--- src/hw/rtl/mbwd_pkg.sv ---
// shared types and constants for the mixed base-w digit splitter
package mbwd_pkg;

    localparam int BYTE_W     = 8;
    localparam int IDX_W      = 6;
    localparam int DIG_W      = 8;
    localparam int SUM_W      = 16;
    localparam int CNT_W      = 7;
    localparam int BITS_W     = 4;
    localparam int CFG_ADDR_W = 2;
    localparam int OUT_DATA_W = 32;

    localparam logic [CFG_ADDR_W-1:0] CFG_SUM_BASE  = 2'd0;
    localparam logic [CFG_ADDR_W-1:0] CFG_SUM_RANGE = 2'd1;

    localparam logic [SUM_W-1:0] SUM_BASE_RST  = 16'h0000;
    localparam logic [SUM_W-1:0] SUM_RANGE_RST = 16'hFFFF;

    // digit results per input beat are capped at this count
    localparam logic [IDX_W-1:0] MAX_DIGIT_RESULTS = 6'd63;

    localparam int QUEUE_DEPTH = 4;
    localparam int QPTR_W      = $clog2(QUEUE_DEPTH);
    localparam int QCNT_W      = $clog2(QUEUE_DEPTH + 1);

    typedef enum logic [1:0] {
        ST_IDLE,
        ST_BITS,
        ST_FLUSH,
        ST_SUM
    } t_state;

    typedef struct packed {
        logic              last;
        logic [BYTE_W-1:0] data;
    } t_beat;

    typedef struct packed {
        logic                  we;
        logic [CFG_ADDR_W-1:0] addr;
        logic [SUM_W-1:0]      data;
    } t_cfg_wr;

    typedef struct packed {
        logic             is_checksum;
        logic [IDX_W-1:0] chain_index;
        logic [DIG_W-1:0] digit_value;
        logic [SUM_W-1:0] checksum_length;
        logic             accepted;
        logic             end_of_run;
    } t_result;

endpackage

--- src/hw/rtl/mixed_base_w_digits_checksum.sv ---
// top level of the mixed base-w digit splitter with checksum
//
//  channel   dir  handshake                        payload
//  s_axis    in   i_s_axis_tvalid/o_s_axis_tready  tdata byte, tlast last byte
//  m_axis    out  o_m_axis_tvalid/i_m_axis_tready  tdata digit/sum, tuser, tlast
//  cfg       in   i_cfg_valid/o_cfg_ready          addr register, data value
//
// a byte leaves the input queue in the idle state; the digit engine then
// completes one digit per cycle while m_axis does not stall, and takes a
// further step when bits are left over for the next digit or when every
// digit is already done. a last byte then flushes the remaining digits, one
// per cycle under the same condition, and ends with the checksum result.
// reset is synchronous, active low, clears run state and sets the sum window registers to their defaults.
// the four-beat input queue keeps taking bytes while results wait on m_axis.
module mixed_base_w_digits_checksum
    import mbwd_pkg::*;
#(
    parameter int DIGEST_BYTES = 32,
    parameter int LOG_W1       = 5,
    parameter int COUNT_W1     = 24,
    parameter int LOG_W2       = 4,
    parameter int COUNT_W2     = 34
) (
    input  logic                  i_clk,
    input  logic                  i_rst_n,
    input  logic                  i_s_axis_tvalid,
    output logic                  o_s_axis_tready,
    input  logic [BYTE_W-1:0]     i_s_axis_tdata,   // [7:0] data_byte
    input  logic                  i_s_axis_tlast,
    output logic                  o_m_axis_tvalid,
    input  logic                  i_m_axis_tready,
    // [5:0] chain_index, [13:6] digit_value, [29:14] checksum_length,
    // [30] accepted, [31] zero
    output logic [OUT_DATA_W-1:0] o_m_axis_tdata,
    output logic                  o_m_axis_tuser,   // [0] is_checksum
    output logic                  o_m_axis_tlast,
    input  logic                  i_cfg_valid,
    output logic                  o_cfg_ready,
    input  logic [CFG_ADDR_W-1:0] i_cfg_addr,
    input  logic [SUM_W-1:0]      i_cfg_data
);

    logic    head_valid;
    t_beat   head;
    logic    pop;
    t_cfg_wr cfg;
    t_result result;

    assign o_cfg_ready = 1'b1;
    assign cfg         = '{we: i_cfg_valid, addr: i_cfg_addr, data: i_cfg_data};

    mbwd_front u_front (
        .i_clk           (i_clk),
        .i_rst_n         (i_rst_n),
        .i_s_axis_tvalid (i_s_axis_tvalid),
        .o_s_axis_tready (o_s_axis_tready),
        .i_s_axis_tdata  (i_s_axis_tdata),
        .i_s_axis_tlast  (i_s_axis_tlast),
        .i_pop           (pop),
        .o_head_valid    (head_valid),
        .o_head          (head)
    );

    mbwd_back #(
        .DIGEST_BYTES (DIGEST_BYTES),
        .LOG_W1       (LOG_W1),
        .COUNT_W1     (COUNT_W1),
        .LOG_W2       (LOG_W2),
        .COUNT_W2     (COUNT_W2)
    ) u_back (
        .i_clk        (i_clk),
        .i_rst_n      (i_rst_n),
        .i_cfg        (cfg),
        .i_head_valid (head_valid),
        .i_head       (head),
        .o_pop        (pop),
        .o_valid      (o_m_axis_tvalid),
        .i_ready      (i_m_axis_tready),
        .o_result     (result)
    );

    assign o_m_axis_tdata = {1'b0, result.accepted, result.checksum_length,
                             result.digit_value, result.chain_index};
    assign o_m_axis_tuser = result.is_checksum;
    assign o_m_axis_tlast = result.end_of_run;

endmodule

--- src/hw/rtl/mbwd_front.sv ---
// input side: takes digest bytes and queues them for the digit engine
module mbwd_front
    import mbwd_pkg::*;
(
    input  logic              i_clk,
    input  logic              i_rst_n,
    input  logic              i_s_axis_tvalid,
    output logic              o_s_axis_tready,
    input  logic [BYTE_W-1:0] i_s_axis_tdata,
    input  logic              i_s_axis_tlast,
    input  logic              i_pop,
    output logic              o_head_valid,
    output t_beat             o_head
);

    t_beat              r_mem [QUEUE_DEPTH];
    logic [QPTR_W-1:0]  r_wr_ptr;
    logic [QPTR_W-1:0]  r_rd_ptr;
    logic [QCNT_W-1:0]  r_count;
    logic               push;
    logic               pop;

    assign o_s_axis_tready = (r_count != QCNT_W'(QUEUE_DEPTH));
    assign push            = i_s_axis_tvalid && o_s_axis_tready;
    assign o_head_valid    = (r_count != '0);
    assign pop             = i_pop && o_head_valid;
    assign o_head          = r_mem[r_rd_ptr];

    always_ff @(posedge i_clk) begin
        if (push) begin
            r_mem[r_wr_ptr] <= '{last: i_s_axis_tlast, data: i_s_axis_tdata};
        end
    end

    always_ff @(posedge i_clk) begin
        if (!i_rst_n) begin
            r_wr_ptr <= '0;
            r_rd_ptr <= '0;
            r_count  <= '0;
        end else begin
            if (push) begin
                r_wr_ptr <= r_wr_ptr + QPTR_W'(1);
            end
            if (pop) begin
                r_rd_ptr <= r_rd_ptr + QPTR_W'(1);
            end
            case ({push, pop})
                2'b10:   r_count <= r_count + QCNT_W'(1);
                2'b01:   r_count <= r_count - QCNT_W'(1);
                default: r_count <= r_count;
            endcase
        end
    end

endmodule

--- src/hw/rtl/mbwd_back.sv ---
// digit engine: cuts queued bytes into digits, keeps the checksum, drives results
module mbwd_back
    import mbwd_pkg::*;
#(
    parameter int DIGEST_BYTES = 32,
    parameter int LOG_W1       = 5,
    parameter int COUNT_W1     = 24,
    parameter int LOG_W2       = 4,
    parameter int COUNT_W2     = 34
) (
    input  logic    i_clk,
    input  logic    i_rst_n,
    input  t_cfg_wr i_cfg,
    input  logic    i_head_valid,
    input  t_beat   i_head,
    output logic    o_pop,
    output logic    o_valid,
    input  logic    i_ready,
    output t_result o_result
);

    localparam int TOTAL    = COUNT_W1 + COUNT_W2;
    localparam int CONS_MAX = (8 * (TOTAL + 1) > 8 * DIGEST_BYTES) ?
                              8 * (TOTAL + 1) : 8 * DIGEST_BYTES;
    localparam int CONS_W   = $clog2(CONS_MAX + 1);

    localparam logic [CONS_W-1:0] DIGEST_BITS = CONS_W'(8 * DIGEST_BYTES);
    localparam logic [CNT_W:0]    TOTAL_C     = (CNT_W + 1)'(TOTAL);
    localparam logic [CNT_W:0]    COUNT_W1_C  = (CNT_W + 1)'(COUNT_W1);
    localparam logic [BITS_W-1:0] LOG_W1_C    = BITS_W'(LOG_W1);
    localparam logic [BITS_W-1:0] LOG_W2_C    = BITS_W'(LOG_W2);
    localparam logic [BITS_W-1:0] BYTE_BITS   = BITS_W'(BYTE_W);

    function automatic logic [BITS_W-1:0] width_of(input logic [CNT_W:0] idx);
        width_of = (idx < COUNT_W1_C) ? LOG_W1_C : LOG_W2_C;
    endfunction

    t_state             r_state, n_state;
    logic [BYTE_W-1:0]  r_byte, n_byte;
    logic [BITS_W-1:0]  r_pos, n_pos;
    logic               r_last, n_last;
    logic [DIG_W-1:0]   r_partial, n_partial;
    logic [BITS_W-1:0]  r_bits, n_bits;
    logic [CNT_W-1:0]   r_cnt, n_cnt;
    logic [SUM_W-1:0]   r_acc, n_acc;
    logic [CONS_W-1:0]  r_consumed, n_consumed;
    logic [IDX_W-1:0]   r_nres, n_nres;
    logic [SUM_W-1:0]   r_base;
    logic [SUM_W-1:0]   r_range;
    logic               r_ovalid;
    t_result            r_out;

    logic [CNT_W:0]     cnt_ext;
    logic [CNT_W:0]     cnt_inc;
    logic               digits_left;
    logic [BITS_W-1:0]  w;
    logic [BITS_W-1:0]  need;
    logic [BITS_W-1:0]  avail;
    logic [BITS_W-1:0]  pos_fin;
    logic [DIG_W-1:0]   maxv;
    logic [DIG_W-1:0]   take_mask;
    logic [BYTE_W-1:0]  rem;
    logic [DIG_W-1:0]   dig_bits;
    logic [DIG_W-1:0]   dig_flush;
    logic               more;
    logic [SUM_W:0]     win_top;
    logic               sum_ok;
    logic               emit;
    logic               out_free;
    logic               go;
    t_result            res;

    assign cnt_ext     = {1'b0, r_cnt};
    assign cnt_inc     = cnt_ext + (CNT_W + 1)'(1);
    assign digits_left = (cnt_ext < TOTAL_C);
    assign w           = width_of(cnt_ext);
    assign need        = w - r_bits;
    assign avail       = BYTE_BITS - r_pos;
    assign pos_fin     = r_pos + need;
    assign maxv        = DIG_W'((9'd1 << w) - 9'd1);
    assign take_mask   = DIG_W'((9'd1 << need) - 9'd1);
    assign rem         = r_byte >> r_pos;
    assign dig_bits    = (r_partial | ((rem & take_mask) << r_bits)) & maxv;
    assign dig_flush   = r_partial & maxv;
    // another digit completes inside this byte after the current one
    assign more        = (cnt_inc < TOTAL_C) && ((BYTE_BITS - pos_fin) >= width_of(cnt_inc));
    assign win_top     = {1'b0, r_base} + {1'b0, r_range};
    assign sum_ok      = (r_acc >= r_base) && ({1'b0, r_acc} <= win_top);
    assign out_free    = !r_ovalid || i_ready;

    always_comb begin
        n_state    = r_state;
        n_byte     = r_byte;
        n_pos      = r_pos;
        n_last     = r_last;
        n_partial  = r_partial;
        n_bits     = r_bits;
        n_cnt      = r_cnt;
        n_acc      = r_acc;
        n_consumed = r_consumed;
        n_nres     = r_nres;
        o_pop      = 1'b0;
        emit       = 1'b0;
        res        = '0;
        go         = 1'b1;

        case (r_state)
            ST_IDLE: begin
                if (i_head_valid) begin
                    o_pop   = 1'b1;
                    // bits past the digest read as zero
                    n_byte  = (r_consumed >= DIGEST_BITS) ? '0 : i_head.data;
                    n_pos   = '0;
                    n_last  = i_head.last;
                    n_nres  = '0;
                    n_state = ST_BITS;
                end
            end
            ST_BITS: begin
                if (!digits_left) begin
                    n_state = r_last ? ST_FLUSH : ST_IDLE;
                end else if (avail >= need) begin
                    emit            = (r_nres != MAX_DIGIT_RESULTS);
                    res.chain_index = r_cnt[IDX_W-1:0];
                    res.digit_value = dig_bits;
                    res.end_of_run  = !r_last && !more;
                    go              = !emit || out_free;
                    if (go) begin
                        n_acc      = r_acc + SUM_W'(maxv - dig_bits);
                        n_cnt      = r_cnt + CNT_W'(1);
                        n_partial  = '0;
                        n_bits     = '0;
                        n_pos      = pos_fin;
                        n_consumed = r_consumed + CONS_W'(need);
                        if (emit) begin
                            n_nres = r_nres + IDX_W'(1);
                        end
                        if ((pos_fin == BYTE_BITS) || (cnt_inc >= TOTAL_C)) begin
                            n_state = r_last ? ST_FLUSH : ST_IDLE;
                        end
                    end
                end else begin
                    // byte runs out inside the digit: keep the bits for the next beat
                    n_partial  = r_partial | (rem << r_bits);
                    n_bits     = r_bits + avail;
                    n_consumed = r_consumed + CONS_W'(avail);
                    n_pos      = BYTE_BITS;
                    n_state    = r_last ? ST_FLUSH : ST_IDLE;
                end
            end
            ST_FLUSH: begin
                if (!digits_left) begin
                    n_state = ST_SUM;
                end else begin
                    emit            = (r_nres != MAX_DIGIT_RESULTS);
                    res.chain_index = r_cnt[IDX_W-1:0];
                    res.digit_value = dig_flush;
                    go              = !emit || out_free;
                    if (go) begin
                        n_acc     = r_acc + SUM_W'(maxv - dig_flush);
                        n_cnt     = r_cnt + CNT_W'(1);
                        n_partial = '0;
                        n_bits    = '0;
                        if (emit) begin
                            n_nres = r_nres + IDX_W'(1);
                        end
                    end
                end
            end
            ST_SUM: begin
                emit                = 1'b1;
                res.is_checksum     = 1'b1;
                res.chain_index     = IDX_W'(TOTAL);
                res.checksum_length = sum_ok ? (r_acc - r_base) : '0;
                res.accepted        = sum_ok;
                res.end_of_run      = 1'b1;
                go                  = out_free;
                if (go) begin
                    n_partial  = '0;
                    n_bits     = '0;
                    n_cnt      = '0;
                    n_acc      = '0;
                    n_consumed = '0;
                    n_state    = ST_IDLE;
                end
            end
            default: begin
                n_state = ST_IDLE;
            end
        endcase
    end

    always_ff @(posedge i_clk) begin
        if (!i_rst_n) begin
            r_state    <= ST_IDLE;
            r_partial  <= '0;
            r_bits     <= '0;
            r_cnt      <= '0;
            r_acc      <= '0;
            r_consumed <= '0;
            r_nres     <= '0;
            r_last     <= 1'b0;
            r_pos      <= '0;
            r_ovalid   <= 1'b0;
            r_base     <= SUM_BASE_RST;
            r_range    <= SUM_RANGE_RST;
        end else begin
            r_state    <= n_state;
            r_partial  <= n_partial;
            r_bits     <= n_bits;
            r_cnt      <= n_cnt;
            r_acc      <= n_acc;
            r_consumed <= n_consumed;
            r_nres     <= n_nres;
            r_last     <= n_last;
            r_pos      <= n_pos;
            if (emit && go) begin
                r_ovalid <= 1'b1;
            end else if (i_ready) begin
                r_ovalid <= 1'b0;
            end
            if (i_cfg.we) begin
                case (i_cfg.addr)
                    CFG_SUM_BASE:  r_base  <= i_cfg.data;
                    CFG_SUM_RANGE: r_range <= i_cfg.data;
                    default:       ;
                endcase
            end
        end
    end

    always_ff @(posedge i_clk) begin
        r_byte <= n_byte;
        if (emit && go) begin
            r_out <= res;
        end
    end

    assign o_valid  = r_ovalid;
    assign o_result = r_out;

endmodule

--- config.mk ---
export PLATFORM = sky130hd
export DESIGN_NAME = mixed_base_w_digits_checksum
export DESIGN_NICKNAME = d
export VERILOG_FILES = /design/src/hw/rtl/mbwd_pkg.sv /design/src/hw/rtl/mixed_base_w_digits_checksum.sv /design/src/hw/rtl/mbwd_front.sv /design/src/hw/rtl/mbwd_back.sv
export SDC_FILE = /design/constraint.sdc
export NUM_CORES = 1
export LEC_CHECK = 0
export BUFFER_PORTS_ARGS = -buffer_cell sky130_fd_sc_hd__buf_4
export CORE_UTILIZATION = 45
export CTS_CLUSTER_DIAMETER = 80
export DETAILED_ROUTE_END_ITERATION = 8
export MAX_ROUTING_LAYER = met4
export PLACE_DENSITY = 0.66
export SYNTH_ARGS = -nofsm -noshare
export SYNTH_HDL_FRONTEND = slang
export SYNTH_SLANG_ARGS = --single-unit
--- constraint.sdc ---
create_clock -name i_clk -period 10.9 [get_ports i_clk]
set_input_delay 1.635 -clock i_clk [delete_from_list [all_inputs] [get_ports i_clk]]
set_output_delay 1.635 -clock i_clk [all_outputs]
set_load 0.005 [all_outputs]
### Word-level counts from Yosys, hierarchy flattened

Memory sizes are Yosys's and may differ from the RTL's. A register that Yosys moved wholly into a read port is not among the register bits.
Index checks and enable logic that the tools add are counted.

* output and inout port bits: 37
* input bits: 32
* bits in registers: 138
* memories: 1
* bits in writable memories: 36
* word-level logic and storage cells: 197

Memories
* u_front.r_mem: depth 4, bits a word 9, read ports 1, clocked after Yosys merged registers in 1, write ports 1, RTL line mbwd_front.sv:16 `t_beat r_mem [QUEUE_DEPTH];`

* eq/ne operators: 20
* $lt $le $gt $ge: 10
* muxes and demuxes: 79
* reductions and logical operators: 33
* shift-type cells: 5
* $add $sub $neg: 22
* bitwise logic cells: 5

Operators with widths (number)
* 16-bit two-way mux: 6
* 16-bit one-hot mux with 3 select lines: 1
* 14-bit two-way mux: 3
* 8-bit two-way mux: 5
* 4-bit two-way mux: 9
* 6-bit two-way mux: 6
* 9-bit two-way mux: 4
* 6-bit one-hot mux with 3 select lines: 2
* 7-bit two-way mux: 5
* 16-bit adder: 2
* 8-bit AND: 3
* 8-bit one-hot mux with 3 select lines: 1
* 7-bit one-hot mux with 3 select lines: 1
* 2-bit two-way mux: 10
* 9-bit by 4-bit adder with 9-bit output: 2
* 9-bit one-hot mux with 2 select lines: 1
* 8-bit by 8-bit subtractor with 9-bit output: 2
* 16-bit by 16-bit adder with 17-bit output: 1
* 16-bit by 17-bit less-or-equal comparator with 1-bit output: 1
* 1-bit two-way mux: 17
* 16-bit >= comparator: 1
* 8-bit bitwise OR: 2
* 8-bit one-hot mux with 2 select lines: 1
* 1-bit by 4-bit << shifter with 8-bit output, first input constant: 2
* other kinds (44): 86

### Longest topological paths before layout

* depth in word-level cells: 15
* mapped depth: 28
* gate-level depth less buffers: 26

### Hierarchy

From an unflattened synthesis, not the netlist that was laid out.

* cell total of the unflattened synthesis: 1159
* area total of the unflattened synthesis: 10760.3 sq um

By module, submodules not included
* mbwd_back: instances 1, area an instance 8947.3 sq um, cells each 1056, sequential area each 2882.8 sq um
* mbwd_front: instances 1, area an instance 1790.5 sq um, cells each 99, sequential area each 1261.2 sq um
* mixed_base_w_digits_checksum: instances 1, area an instance 22.5 sq um, cells each 4, sequential area each 0.0 sq um

### Least setup slack after synthesis

Ideal clock, no wire load.

* kind: reg2reg
* from: register u_back.r_cnt[4]
* to: register u_back.r_out, in the netlist u_back.o_result[0], enable pin
* arrival: 5.305 ns
* library setup time: 0.463 ns
* period minus slack after synthesis: 5.768 ns
* stages on the path, launching flop included: 19
* path slack: 5.132 ns
* cells stage by stage: dfxtp_1 -> buf_6 -> and2_1 -> buf_6 -> nor3_1 -> inv_1 -> ha_1 -> inv_1 -> ha_1 -> xnor2_1 -> ha_1 -> and3b_1 -> o21ai_1 -> nand3_1 -> buf_2 -> buf_1 -> nor2_1 -> o21ai_0 -> a211oi_1

* cells in the longest elaborated chain, start to end: 8
* elaborated cells on any way between the ends: 14

Ends and longest elaborated chain
* start: declaration: RTL line mbwd_back.sv:44 `logic [CNT_W-1:0] r_cnt, n_cnt;`
* start signal: assignment: RTL line mbwd_back.sv:211 `r_cnt <= n_cnt;`
* 7-bit by 5-bit < comparator with 1-bit output: RTL line mbwd_back.sv:35 `width_of = (idx < COUNT_W1_C) ? LOG_W1_C : LOG_W2_C;`
* 1-bit two-way mux: RTL line mbwd_back.sv:35
* 4-bit subtractor: RTL line mbwd_back.sv:77 `assign need = w - r_bits;`
* 4-bit >= comparator: RTL line mbwd_back.sv:122 `end else if (avail >= need) begin`
* 1-bit two-way mux: RTL line mbwd_back.sv:122
* 1-bit two-way mux: RTL line mbwd_back.sv:120 `if (!digits_left) begin`
* 1-bit one-hot mux with 3 select lines: RTL line mbwd_back.sv:107 `case (r_state)`
* 1-bit logical AND (*): RTL line mbwd_back.sv:234 `if (emit && go) begin`
* end signal: assignment: RTL line mbwd_back.sv:235 `r_out <= res;`
* end: declaration: RTL line mbwd_back.sv:51 `t_result r_out;`

Every way passes the cells marked *; elsewhere a longest branch is shown, timed or not.
A chain may end at the register's enable or synchronous reset.

### Worst setup path after layout

* from: register u_back.r_cnt[3]
* to: register u_back.r_acc[15]

* cells in the longest elaborated chain, start to end: 15
* elaborated cells on any way between the ends: 28

Ends and longest elaborated chain
* 7-bit by 5-bit < comparator with 1-bit output: RTL line mbwd_back.sv:35
* 1-bit two-way mux: RTL line mbwd_back.sv:35
* 4-bit subtractor: RTL line mbwd_back.sv:77
* 1-bit by 4-bit << shifter with 8-bit output: RTL line mbwd_back.sv:81 `assign take_mask = DIG_W'((9'd1 << need) - 9'd1);`
* 8-bit by 1-bit subtractor with 8-bit output: RTL line mbwd_back.sv:81
* 8-bit AND: RTL line mbwd_back.sv:83 `assign dig_bits = (r_partial | ((rem & take_mask) << r_bits)) & maxv;`
* 8-bit by 4-bit << shifter with 8-bit output: RTL line mbwd_back.sv:83
* 8-bit bitwise OR: RTL line mbwd_back.sv:83
* 8-bit AND: RTL line mbwd_back.sv:83
* 8-bit by 8-bit subtractor with 9-bit output: RTL line mbwd_back.sv:129 `n_acc = r_acc + SUM_W'(maxv - dig_bits);`
* 16-bit adder: RTL line mbwd_back.sv:129
* 16-bit two-way mux: RTL line mbwd_back.sv:128 `if (go) begin`
* 16-bit two-way mux: RTL line mbwd_back.sv:122
* 16-bit two-way mux: RTL line mbwd_back.sv:120
* 16-bit one-hot mux with 3 select lines: RTL line mbwd_back.sv:107
* end signal: assignment: RTL line mbwd_back.sv:212 `r_acc <= n_acc;`
* end: declaration: RTL line mbwd_back.sv:45 `logic [SUM_W-1:0] r_acc, n_acc;`

Several ways; a longest one is shown, not always the timed one. The select of a mux whose other input is x is not followed.

==> impl_metrics.xml <==
<?xml version="1.0" encoding="UTF-8"?>
<metrics>
  <group name="status">
    <metric name="outcome" unit="">completed</metric>
  </group>
  <group name="cts">
    <metric name="clock_insertion_delay_worst_skew" unit="ns">0.44</metric>
    <metric name="cts.reportedPaths.clkPinSlew" unit="ns">0.08</metric>
    <metric name="cts_post_setup_buffers_inserted" unit="">0</metric>
    <metric name="numClockSinks" unit="">170</metric>
    <metric name="cts_hold_buffers" unit="">0</metric>
    <metric name="clock_path_buffers" unit="">2</metric>
    <metric name="post_cts_resize_count" unit="">0</metric>
    <metric name="cts_tree" unit="">built</metric>
    <metric name="cts_inserted_buffers" unit="">17</metric>
    <metric name="cts_max_level" unit="">4</metric>
    <metric name="root_buffer_master" unit="">sky130_fd_sc_hd__clkbuf_16</metric>
  </group>
  <group name="setup_path">
    <metric name="timing.critical_path.to_type" unit="">flip-flop</metric>
    <metric name="rrSetupSlack" unit="ns">4.83</metric>
    <metric name="critical_path.startpoint_type" unit="">flip-flop</metric>
    <metric name="wp_data_required" unit="ns">11.20</metric>
    <metric name="timing.setup.critical_path_class" unit="">reg -&gt; reg</metric>
    <metric name="max_stage_delay" unit="ns">0.48</metric>
    <metric name="crit-reg2reg-capture" unit="">u_back.r_acc[15]</metric>
    <metric name="rr_startpoint" unit="">u_back.r_cnt[3]</metric>
    <metric name="reg2reg_depth" unit="">22</metric>
    <metric name="worstPathArrival" unit="ns">6.37</metric>
    <metric name="critical_path.slowest_cell" unit="">sky130_fd_sc_hd__ha_1</metric>
    <metric name="timing.critical_path.mode_cell" unit="">sky130_fd_sc_hd__ha_1</metric>
    <metric name="crit_path_max_fanout" unit="">12</metric>
    <metric name="worstPathCellList" unit="">and2_1 -&gt; nor3_1 -&gt; inv_1 -&gt; ha_1 -&gt; o21ai_2 -&gt; xor2_1 -&gt; nand3_1 -&gt; ha_1 -&gt; nor4_1 -&gt; a31oi_1 -&gt; nor2_1 -&gt; a311oi_1 -&gt; o31ai_1 -&gt; ha_1 -&gt; ha_1 -&gt; a21oi_1 -&gt; o211ai_1 -&gt; a311oi_2 -&gt; nor4bb_1 -&gt; a211oi_1 -&gt; mux2i_1 -&gt; a21oi_1</metric>
  </group>
  <group name="power">
    <metric name="power.density_cell_area" unit="nW/um^2">218</metric>
    <metric name="power.leakage" unit="nW">4.90</metric>
    <metric name="worst_ir_drop_vdd" unit="mV">0.110</metric>
  </group>
  <group name="routing">
    <metric name="avgViaCountPerCell" unit="">5.56</metric>
    <metric name="avgRoutedWirePerCell" unit="microns">16.3</metric>
    <metric name="via_count" unit="">8618</metric>
    <metric name="finalWirelength" unit="microns">25300</metric>
    <metric name="drtAntennaViolNets" unit="">0</metric>
    <metric name="first_iter_violations" unit="">594</metric>
    <metric name="drc_errors" unit="">0</metric>
    <metric name="drtPass1Iterations" unit="">5</metric>
  </group>
  <group name="global_route">
    <metric name="first_global_vias" unit="">8190</metric>
    <metric name="grt_util_all_layers" unit="">0.220</metric>
    <metric name="grt_pass1_wl" unit="microns">41400</metric>
    <metric name="grt-ovfl-total" unit="">0</metric>
    <metric name="maximum_number_of_pins_on_one_net_before_global_route_repair" unit="">61</metric>
    <metric name="number_of_antenna_violations_at_the_first_check_in_global_routing" unit="">0</metric>
  </group>
  <group name="synthesis">
    <metric name="ys_dominant_reg_cell" unit="">sky130_fd_sc_hd__dfxtp_1</metric>
    <metric name="mappedNetlistArea" unit="sq um">10900</metric>
    <metric name="avgSynthCellArea" unit="sq um">9.18</metric>
    <metric name="syn-instance-count" unit="">1183</metric>
    <metric name="synth.lib_cells_used.distinct" unit="">77</metric>
    <metric name="ys_warn_count" unit="">0</metric>
    <metric name="postSynth.asyncResetShare" unit="">0</metric>
    <metric name="synth_seq_cells" unit="">170</metric>
    <metric name="ys_seq_area_frac" unit="">0.382</metric>
    <metric name="post_synth_edffs" unit="">74</metric>
  </group>
  <group name="min_path">
    <metric name="timing.hold.worst.start" unit="">u_back.r_consumed[3]</metric>
    <metric name="timing.hold.worst_path_depth" unit="">2</metric>
    <metric name="holdCritPathClass" unit="">reg -&gt; reg</metric>
    <metric name="timing.hold.worst_endpoint" unit="">u_back.r_consumed[3]</metric>
  </group>
  <group name="cells_and_area">
    <metric name="most-common-layout-cells" unit="">sky130_fd_sc_hd__nand2_1, sky130_fd_sc_hd__nor2_1, sky130_fd_sc_hd__a21oi_1</metric>
    <metric name="drive_above_1_share" unit="">0.107</metric>
    <metric name="stdcell_area" unit="sq um">12200</metric>
    <metric name="n_antenna_cell" unit="">0</metric>
    <metric name="areaGrowthSynthToFinish" unit="%">12.1</metric>
    <metric name="mostFrequentLayoutCell" unit="">sky130_fd_sc_hd__nand2_1</metric>
    <metric name="final-instance-count-excl-fill" unit="">1549</metric>
    <metric name="fin_nets" unit="">1352</metric>
  </group>
  <group name="sta">
    <metric name="final_cycle_utilization_of_the_critical_path" unit="">0.557</metric>
    <metric name="setup_viol" unit="">0</metric>
    <metric name="final-max-slew-violation-count" unit="">0</metric>
    <metric name="period_needed" unit="ns">6.07</metric>
    <metric name="max_transition_margin" unit="">0.295</metric>
    <metric name="timing.setup.tns" unit="ns">0</metric>
    <metric name="max_slew.worst_pin.slew" unit="ns">1.05</metric>
    <metric name="max_freq" unit="MHz">165</metric>
    <metric name="setup_repair_after_global_routing_missed_its_margin" unit="">false</metric>
    <metric name="timing_hold_violations_final" unit="">0</metric>
    <metric name="final.setup_skew" unit="ns">0.0135</metric>
    <metric name="setup_ws" unit="ns">4.83</metric>
  </group>
  <group name="die">
    <metric name="dieHeight" unit="microns">157</metric>
    <metric name="chipWidth" unit="microns">157</metric>
    <metric name="start_util" unit="">0.461</metric>
    <metric name="top_level_ports" unit="">69</metric>
    <metric name="dieArea" unit="sq um">24700</metric>
    <metric name="core.rowCount" unit="">56</metric>
    <metric name="fp.coreArea" unit="sq um">23500</metric>
  </group>
  <group name="placement">
    <metric name="placed_area" unit="sq um">11500</metric>
    <metric name="place.gp.congestion" unit="">0.923</metric>
    <metric name="preCtsSetupSlack" unit="ns">4.94</metric>
    <metric name="hpwl" unit="microns">18500</metric>
    <metric name="port-buffer-count" unit="">63</metric>
    <metric name="placed_cells_incl_taps" unit="">1517</metric>
  </group>
  <group name="job">
    <metric name="cap_viol_max_count" unit="">0</metric>
  </group>
</metrics>
-- state kept, by name, summed over array words and instances (netlist names), 5 cells and up, named ones only --
name               count
u_back.r_nres          6
u_back.r_base         16
u_back.r_consumed      9
u_back.r_byte          8
u_back.r_acc          16
u_back.r_partial       5
u_back.r_range        16
u_back.o_result       30
u_front.r_mem         36
u_back.r_cnt           7
-- per-stage QoR --
stage                     hold slack (ns)  total power, mW  utilization
after global placement              0.444             1.99        0.489
final                               0.470             2.65        0.517
after global routing                0.483             2.83        0.517
after CTS                           0.464             2.66        0.517
after detailed placement            0.454             2.00        0.489
after floorplan                     0.432             1.72            -
-- logic make-up after synthesis --
group / synth area share
and+or+nand+nor: 0.189
AOI/OAI and AO/OA: 0.161
DFF: 0.382
buffers and inverters: 0.0456
adders and majority gates: 0.124
xor gates and xnor gates: 0.0524
muxes: 0.0458
other: 0.000692
-- layout make-up --
class                           instances  area (sq um)
Inverter                               60           225
Multi-Input combinational cell        900          6240
Fill cell                            2231         11400
Sequential cell                       170          4140
Timing Repair Buffer                   68           510
Tap cell                              319           399
Clock inverter                         14           198
Clock buffer                           18           450
-- worst max-delay path by stage --
stage,start,to,slack [ns]
2_1_floorplan,u_back.r_cnt[4],u_back.o_result[0],5.13
3_3_place_gp,u_back.r_cnt[3],u_back.r_acc[15],5.15
3_5_place_dp,u_back.r_cnt[3],u_back.r_acc[15],4.94
4_1_cts,u_back.r_cnt[3],u_back.r_acc[15],4.91
5_1_grt,u_back.r_cnt[3],u_back.r_acc[15],4.22
6_report,u_back.r_cnt[3],u_back.r_acc[15],4.83
-- report_power, final --
part           leakage (nW)  total, mW  switching [mW]  internal [mW]
sequential             1.47      0.857          0.0870          0.770
clock                 0.312      0.651           0.318          0.333
combinational          3.12       1.14           0.656          0.488
-- synthesized netlist by cell type (23+ instances only) --
cell / count / area share
sky130_fd_sc_hd__edfxtp_1: 74 / 0.20
sky130_fd_sc_hd__inv_1: 58 / 0.020
sky130_fd_sc_hd__nor2_1: 105 / 0.036
sky130_fd_sc_hd__a21oi_1: 104 / 0.048
sky130_fd_sc_hd__nand2_1: 125 / 0.043
sky130_fd_sc_hd__ha_1: 96 / 0.11
sky130_fd_sc_hd__o21ai_0: 38 / 0.018
sky130_fd_sc_hd__clkbuf_1: 32 / 0.011
sky130_fd_sc_hd__dfxtp_1: 96 / 0.18
sky130_fd_sc_hd__nor3_1: 23 / 0.011
sky130_fd_sc_hd__xor2_1: 28 / 0.023
sky130_fd_sc_hd__xnor2_1: 37 / 0.030
sky130_fd_sc_hd__nor2b_1: 26 / 0.015
sky130_fd_sc_hd__nand3_1: 38 / 0.018
-- per-layer routing --
layer	GRT usage	up-vias	share of wire
li1	-	4312	-
met1	0.299	4059	0.48
met2	0.333	222	0.45
met3	0.0361	25	0.058
met4	0.0726	0	0.014
met5	-	-	0
-- critical path, delay by kind of cell (launching register included) --
family,cells,cell delay [ns]
AOI/OAI and AO/OA,9,1.80
xor gates and xnor gates,1,0.47
adders and majority gates,4,1.47
buffers and inverters,1,0.17
DFF,1,0.42
muxes,1,0.22
and+or+nand+nor,6,1.38
No activity file was read; power rests on OpenSTA's default activity.
